### config.mk
export PLATFORM = sky130hd
export DESIGN_NAME = skf_ctrl
export DESIGN_NICKNAME = d
export VERILOG_FILES = /design/src/rtl/skf_pkg.sv /design/src/rtl/skf_ctrl.sv
export SDC_FILE = /design/constraint.sdc
export NUM_CORES = 1
export LEC_CHECK = 0
export BUFFER_PORTS_ARGS = -buffer_cell sky130_fd_sc_hd__buf_2
export CORE_AREA = 2 2 39 41
export CTS_CLUSTER_DIAMETER = 60
export CTS_CLUSTER_SIZE = 40
export DETAILED_ROUTE_END_ITERATION = 16
export DIE_AREA = 0 0 41 43
export PLACE_DENSITY = 0.44
export SLEW_MARGIN = 20
export SYNTH_ARGS = -nofsm -noshare
export SYNTH_HDL_FRONTEND = slang
export SYNTH_SLANG_ARGS = --single-unit
### constraint.sdc
create_clock -name clk -period 1.22 [get_ports clk]
set_input_delay 0.061 -clock clk [delete_from_list [all_inputs] [get_ports clk]]
set_output_delay 0.061 -clock clk [all_outputs]
set_load 0.1 [all_outputs]
### src/rtl/skf_pkg.sv
// ----------------------------------------------------------------------------
// skf_pkg
// Shared widths, codes, control structs and the ranking compare of the
// streaming top-k frequency ranker.
// ----------------------------------------------------------------------------
package skf_pkg;

  localparam int VALUE_BITS = 8;
  localparam int TOP_MAX    = 16;
  localparam int COUNT_BITS = 16;

  localparam int CNT_DEPTH  = 1 << VALUE_BITS;
  localparam int IDX_W      = (TOP_MAX > 1) ? $clog2(TOP_MAX) : 1;
  localparam int SIZE_W     = $clog2(TOP_MAX + 1);
  localparam int TOPK_W     = 5;
  localparam int N_W        = (SIZE_W > TOPK_W) ? SIZE_W : TOPK_W;

  localparam logic [COUNT_BITS-1:0] CNT_MAX = '1;
  localparam logic [TOPK_W-1:0]     TOPK_RESET = TOPK_W'(1);

  // command bundle, controller to datapath
  typedef struct packed {
    logic capture;   // latch the accepted item
    logic lookup;    // apply restart, read the count memory
    logic update;    // bump the count, match against the list
    logic locate;    // pick the slot and rank compares
    logic insert;    // shift the list, size the result burst
    logic advance;   // one result taken
  } ctrl_cmd_t;

  // status bundle, datapath to controller
  typedef struct packed {
    logic emit_none; // no result for this item (valid in insert)
    logic last_rank; // current result is the final one
  } dp_sts_t;

  // higher count first, smaller value first on a tie
  function automatic logic ranks_before(
    input logic [COUNT_BITS-1:0] ca,
    input logic [VALUE_BITS-1:0] va,
    input logic [COUNT_BITS-1:0] cb,
    input logic [VALUE_BITS-1:0] vb
  );
    logic res;
    if (ca != cb) begin
      res = (ca > cb);
    end else begin
      res = (va < vb);
    end
    return res;
  endfunction

endpackage

### src/rtl/skf_ctrl.sv
// ----------------------------------------------------------------------------
// skf_ctrl
// Sequencer: accepts one item, steps the datapath through lookup, update,
// locate and insert, then hands out the ranked results one per handshake.
// ----------------------------------------------------------------------------
module skf_ctrl
  import skf_pkg::*;
(
  input  logic      clk,
  input  logic      rst_n,
  input  logic      in_valid,
  output logic      in_stall,
  output logic      out_valid,
  input  logic      out_stall,
  output ctrl_cmd_t cmd,
  input  dp_sts_t   sts
);

  localparam logic [2:0] S_IDLE   = 3'd0;
  localparam logic [2:0] S_LOOKUP = 3'd1;
  localparam logic [2:0] S_UPDATE = 3'd2;
  localparam logic [2:0] S_LOCATE = 3'd3;
  localparam logic [2:0] S_INSERT = 3'd4;
  localparam logic [2:0] S_EMIT   = 3'd5;

  logic [2:0] state_r, state_nxt;

  assign in_stall  = (state_r != S_IDLE);
  assign out_valid = (state_r == S_EMIT);

  always_comb begin
    cmd         = '0;
    cmd.capture = in_valid && (state_r == S_IDLE);
    cmd.lookup  = (state_r == S_LOOKUP);
    cmd.update  = (state_r == S_UPDATE);
    cmd.locate  = (state_r == S_LOCATE);
    cmd.insert  = (state_r == S_INSERT);
    cmd.advance = (state_r == S_EMIT) && !out_stall;
  end

  always_comb begin
    state_nxt = state_r;
    case (state_r)
      S_IDLE: begin
        if (in_valid) state_nxt = S_LOOKUP;
      end
      S_LOOKUP: state_nxt = S_UPDATE;
      S_UPDATE: state_nxt = S_LOCATE;
      S_LOCATE: state_nxt = S_INSERT;
      S_INSERT: begin
        state_nxt = sts.emit_none ? S_IDLE : S_EMIT;
      end
      S_EMIT: begin
        if (!out_stall && sts.last_rank) state_nxt = S_IDLE;
      end
      default: state_nxt = S_IDLE;
    endcase
  end

  always_ff @(posedge clk) begin
    if (!rst_n) begin
      state_r <= S_IDLE;
    end else begin
      state_r <= state_nxt;
    end
  end

  a_capture_starts: assert property (@(posedge clk) disable iff (!rst_n)
    cmd.capture |=> state_r == S_LOOKUP)
    else $error("accepted item did not start a lookup");

  a_last_ends: assert property (@(posedge clk) disable iff (!rst_n)
    cmd.advance && sts.last_rank |=> state_r == S_IDLE)
    else $error("burst did not end on its last result");

  a_empty_burst: assert property (@(posedge clk) disable iff (!rst_n)
    cmd.insert && sts.emit_none |=> state_r == S_IDLE)
    else $error("empty burst entered emit");

endmodule

After elaboration in Yosys (flattened, before gate mapping)
Index checks and enable logic that the tools add are counted.
Widths: inputs -> output; s select.
{"block": "word_totals", "reg_bits": 3, "elab_cells": 19}
{"block": "op_classes", "mux": 4, "n_eq_ne": 7, "n_reduce_logical": 7}
{"cell": "$pmux 3 s6", "count": 1}
{"cell": "$mux 3", "count": 3}
{"cell": "$eq 3x2->1 const B", "count": 2}
{"cell": "$eq 3x3->1 const B", "count": 2}
{"cell": "$eq 3x1->1 const B", "count": 1}
{"cell": "$logic_and 1x1->1", "count": 3}
{"cell": "$logic_not 3->1", "count": 1}
{"cell": "$reduce_bool 3->1", "count": 1}
{"cell": "$ne 2x1->1 const B", "count": 1}
{"cell": "$ne 2x2->1 const B", "count": 1}
{"cell": "$reduce_and 2->1", "count": 1}
{"cell": "$logic_not 1->1", "count": 1}

Depth between registers and ports, before layout
{"block": "depth", "word_depth": 4, "ltp_mapped": 3, "ltp_nobuf": 3}

Worst setup path after synthesis
No wires, ideal clock.
{"block": "synth_path", "path_kind": "register to register", "start": "reg state_r[1]", "end": "reg state_r[1]", "path_stages_with_launch": 3, "n_path_buf": 0, "synth_period_minus_slack_ns": 3.091, "setup_slack_ns": -1.871, "t_arrival_ns": 3.024, "required_ns": 1.152, "path_cell_list": "dfxtp_1 -> nor3b_1 -> o21a_1"}
{"item": "from (decl)", "line": "skf_ctrl.sv:26", "source": "logic [2:0] state_r, state_nxt;"}
{"item": "from (signal assigned)", "line": "skf_ctrl.sv:64", "source": "state_r <= state_nxt;"}

==> metrics.csv <==
stage,metric,value,unit
status,outcome,finished with violations,
status,failing checks,setup timing,
pwr,total design power,0.690,mW
worst_setup_path,worst-path cell chain,buf_8 > nand3b_1 > nor2_4 > buf_12,
job,Max-Cap Viols,0,
global_routing,antenna violations before repair,0,
global_routing,GR peak layer,met2,
die,row cnt,14,
logic_synthesis,post-synthesis cell count,22,
worst_setup_path,R2R Path End,state_r[0],
clock_network,latest clock arrival within the worst-skew pair,0.23,ns
timing,endpoints failing setup,6,
worst_setup_path,critical path type,flop to output pin,
pwr,PwrDens,1300,mW/mm²
global_routing,gr usage total,0.0924,
placement,DP Cell Count,52,
logic_synthesis,sequential area share after synthesis,0.298,
worst_setup_path,Worst R2R Start,state_r[2],
cells_and_area,"commonest non-fill, non-tap cell in the layout",buf_12,
logic_synthesis,syn_nets,28,
logic_synthesis,Netlist Area Pre-Place,201,µm²
worst_setup_path,CP max FO,5,
global_routing,vias in the first global route,259,
worst_setup_path,CP Capture Type,output pin,
die,IO Count,14,
worst_setup_path,worst reg2reg setup slack,0.12,ns
route,ANT nets after route,0,
global_routing,met1 Use GR,0.0932,
worst_setup_path,CP max-delay cell,dfxtp_4,
route,DRT iter0 DRCs,2,
pwr,Leak,0.210,nW
worst_hold_path,Hold Path Sink,state_r[2],
cells_and_area,final core occ,0.382,
worst_setup_path,FF-to-FF path depth,4,
timing,RSZ-0062 raised after global routing,true,
cells_and_area,Regs by FF count,state_r (3),
clock_network,CTS Buf Count,3,
route,Avg Vias per Cell,4.20,
clock_network,clock sinks,3,
placement,Port Buffers,13,
logic_synthesis,syn_area_per_cell,9.16,µm²
logic_synthesis,"flops & latches, synth",3,
worst_hold_path,Hold WC Path Type,input port to flop,
global_routing,grt met3 use,0.0314,
cells_and_area,Largest register FFs,3,
global_routing,global-route wire length before repair,993,µm
clock_network,CTS tree,yes,
logic_synthesis,synthesis warning total,0,
cells_and_area,most frequent cells in the layout,"7 x buf_12, 5 x buf_2, 4 x buf_4",
route,wire per inst,10.2,µm
timing,normalized max-slew margin,0.801,
die,Core Region,0.00138,mm²
placement,Post-DP HPWL,451,µm
timing,final worst slack,-0.108,ns
timing,Hold Fails Final Rpt,0,
cells_and_area,area grow syn2layout,163,%
worst_setup_path,CP arrival,1.27,ns
route,Post-route DRC,0,
cells_and_area,Layout Nets,50,
cells_and_area,Antenna Cells,0,
timing,clock skew,0.000321,ns
worst_hold_path,HP Start,rst_n,
die,Die Width,41,µm
worst_hold_path,hold depth,2,
cells_and_area,final cell count without fillers,59,
placement,RD Place Congestion,0.731,
global_routing,routing usage on met2,0.131,
timing,max frequency,0.753,GHz
route,final wirelength,599,µm
pwr,Peak VDD IR,498,µV
clock_network,H-tree Lvls,1,
logic_synthesis,Yosys cell types,15,
clock_network,CTS Hold Bufs,0,
timing,Least-Margin Pin Slew,0.299,ns
clock_network,clock-pin slew on the worst setup and hold paths,0.04,ns
worst_setup_path,max incr delay on CP,0.34,ns
worst_setup_path,startpoint types,flop,
route,Initial DRT Pass Iterations,2,
timing,Hold WS,0.0738,ns
timing,Max Slew Vio Count,0,
timing,Final period util,1.09,
cells_and_area,"Most flops, register",state_r,
timing,crit path time final,1.33,ns
die,die area,0.00176,mm²
clock_network,CTS max path bufs,2,
global_routing,largest net degree at the start of global routing,9,
cells_and_area,share of cells above drive strength 1,0.814,
die,starting density of the core,0.146,
route,Vias,248,
global_routing,overflow left after global routing,0,
die,die height,43,µm
worst_setup_path,Worst EP required,1.16,ns
clock_network,CTS root buf,clkbuf_4,
[cell families (layout without fill, tap and decap cells)]
kind of cell | count (synthesis) | after routing | share of synthesized area
AO/OA/AOI/OAI | 6 | 6 | 0.267
buffers and inverters | 3 | 24 | 0.0559
AND/OR/NAND/NOR | 10 | 10 | 0.379
flip-flops | 3 | 3 | 0.298
[synth_stat cells]
library cell,count,area (µm²)
a2111oi_2,1,15.0
and2b_4,1,10.0
and3_1,1,6.26
dfxtp_1,3,60.1
inv_1,3,11.3
nand3b_1,1,7.51
nor2_1,2,7.51
nor2b_2,1,8.76
nor3_1,1,5.00
nor3b_1,1,7.51
nor3b_2,1,12.5
o211a_1,1,10.0
o21a_1,3,22.5
o22ai_1,1,6.26
or3_4,1,11.3
[worst max-delay path by stage]
stage	from	endpoint	slack, ns	cells after the start
floorplan	state_r[0]	state_r[1]	-0.35	2
global placement	state_r[0]	in_stall	0.09	2
detailed placement	state_r[0]	in_stall	0.09	2
CTS	state_r[0]	cmd[5]	-0.12	3
global route	state_r[2]	out_valid	-0.16	4
finish	state_r[2]	cmd[0]	-0.11	4
[per-layer routing]
metal	part of all wire	vias to the layer above	routed length, µm
met4	0.027	0	16
met2	0.56	7	337
met5	0	-	0
met3	0.052	2	31
li1	-	125	-
met1	0.36	114	214
[through the flow]
step	cell area (µm²)	worst slack, ns	TNS (ns)
CTS	513	-0.122	-0.495
global route	529	-0.164	-0.758
global placement	459	0.0917	0
detailed placement	459	0.0872	0
finish	529	-0.108	-0.440
floorplan	262	-0.346	-1.01
[what timing repair did]
action / in CTS / in global routing
pin swaps: 2 / 1
hold endpoints to repair: 0 / 0
gates resized for setup: 4 / 3
endpoints found under the setup margin: 8 / 8
buffers inserted: 2 / 1
[worst max-delay path, delay by kind of cell, from the launching register on]
family / cells / cell delay, ns
buffers and inverters: 2 / 0.31
flip-flops: 1 / 0.34
AND/OR/NAND/NOR: 2 / 0.38
[power breakdown]
part	internal (mW)	switching, mW
combinational	0.141	0.247
sequential	0.110	0.0190
clock	0.123	0.0510
total	0.374	0.317
[area by class of cell]
cell class / count / area (µm²)
multi-input combinational: 16 / 179
clock buffer: 4 / 26.3
fill: 140 / 855
sequential: 3 / 71.3
tap: 16 / 20.0
timing repair buffer: 17 / 210
inverter: 3 / 22.5
Note: power is estimated with default switching activity, not from simulation.
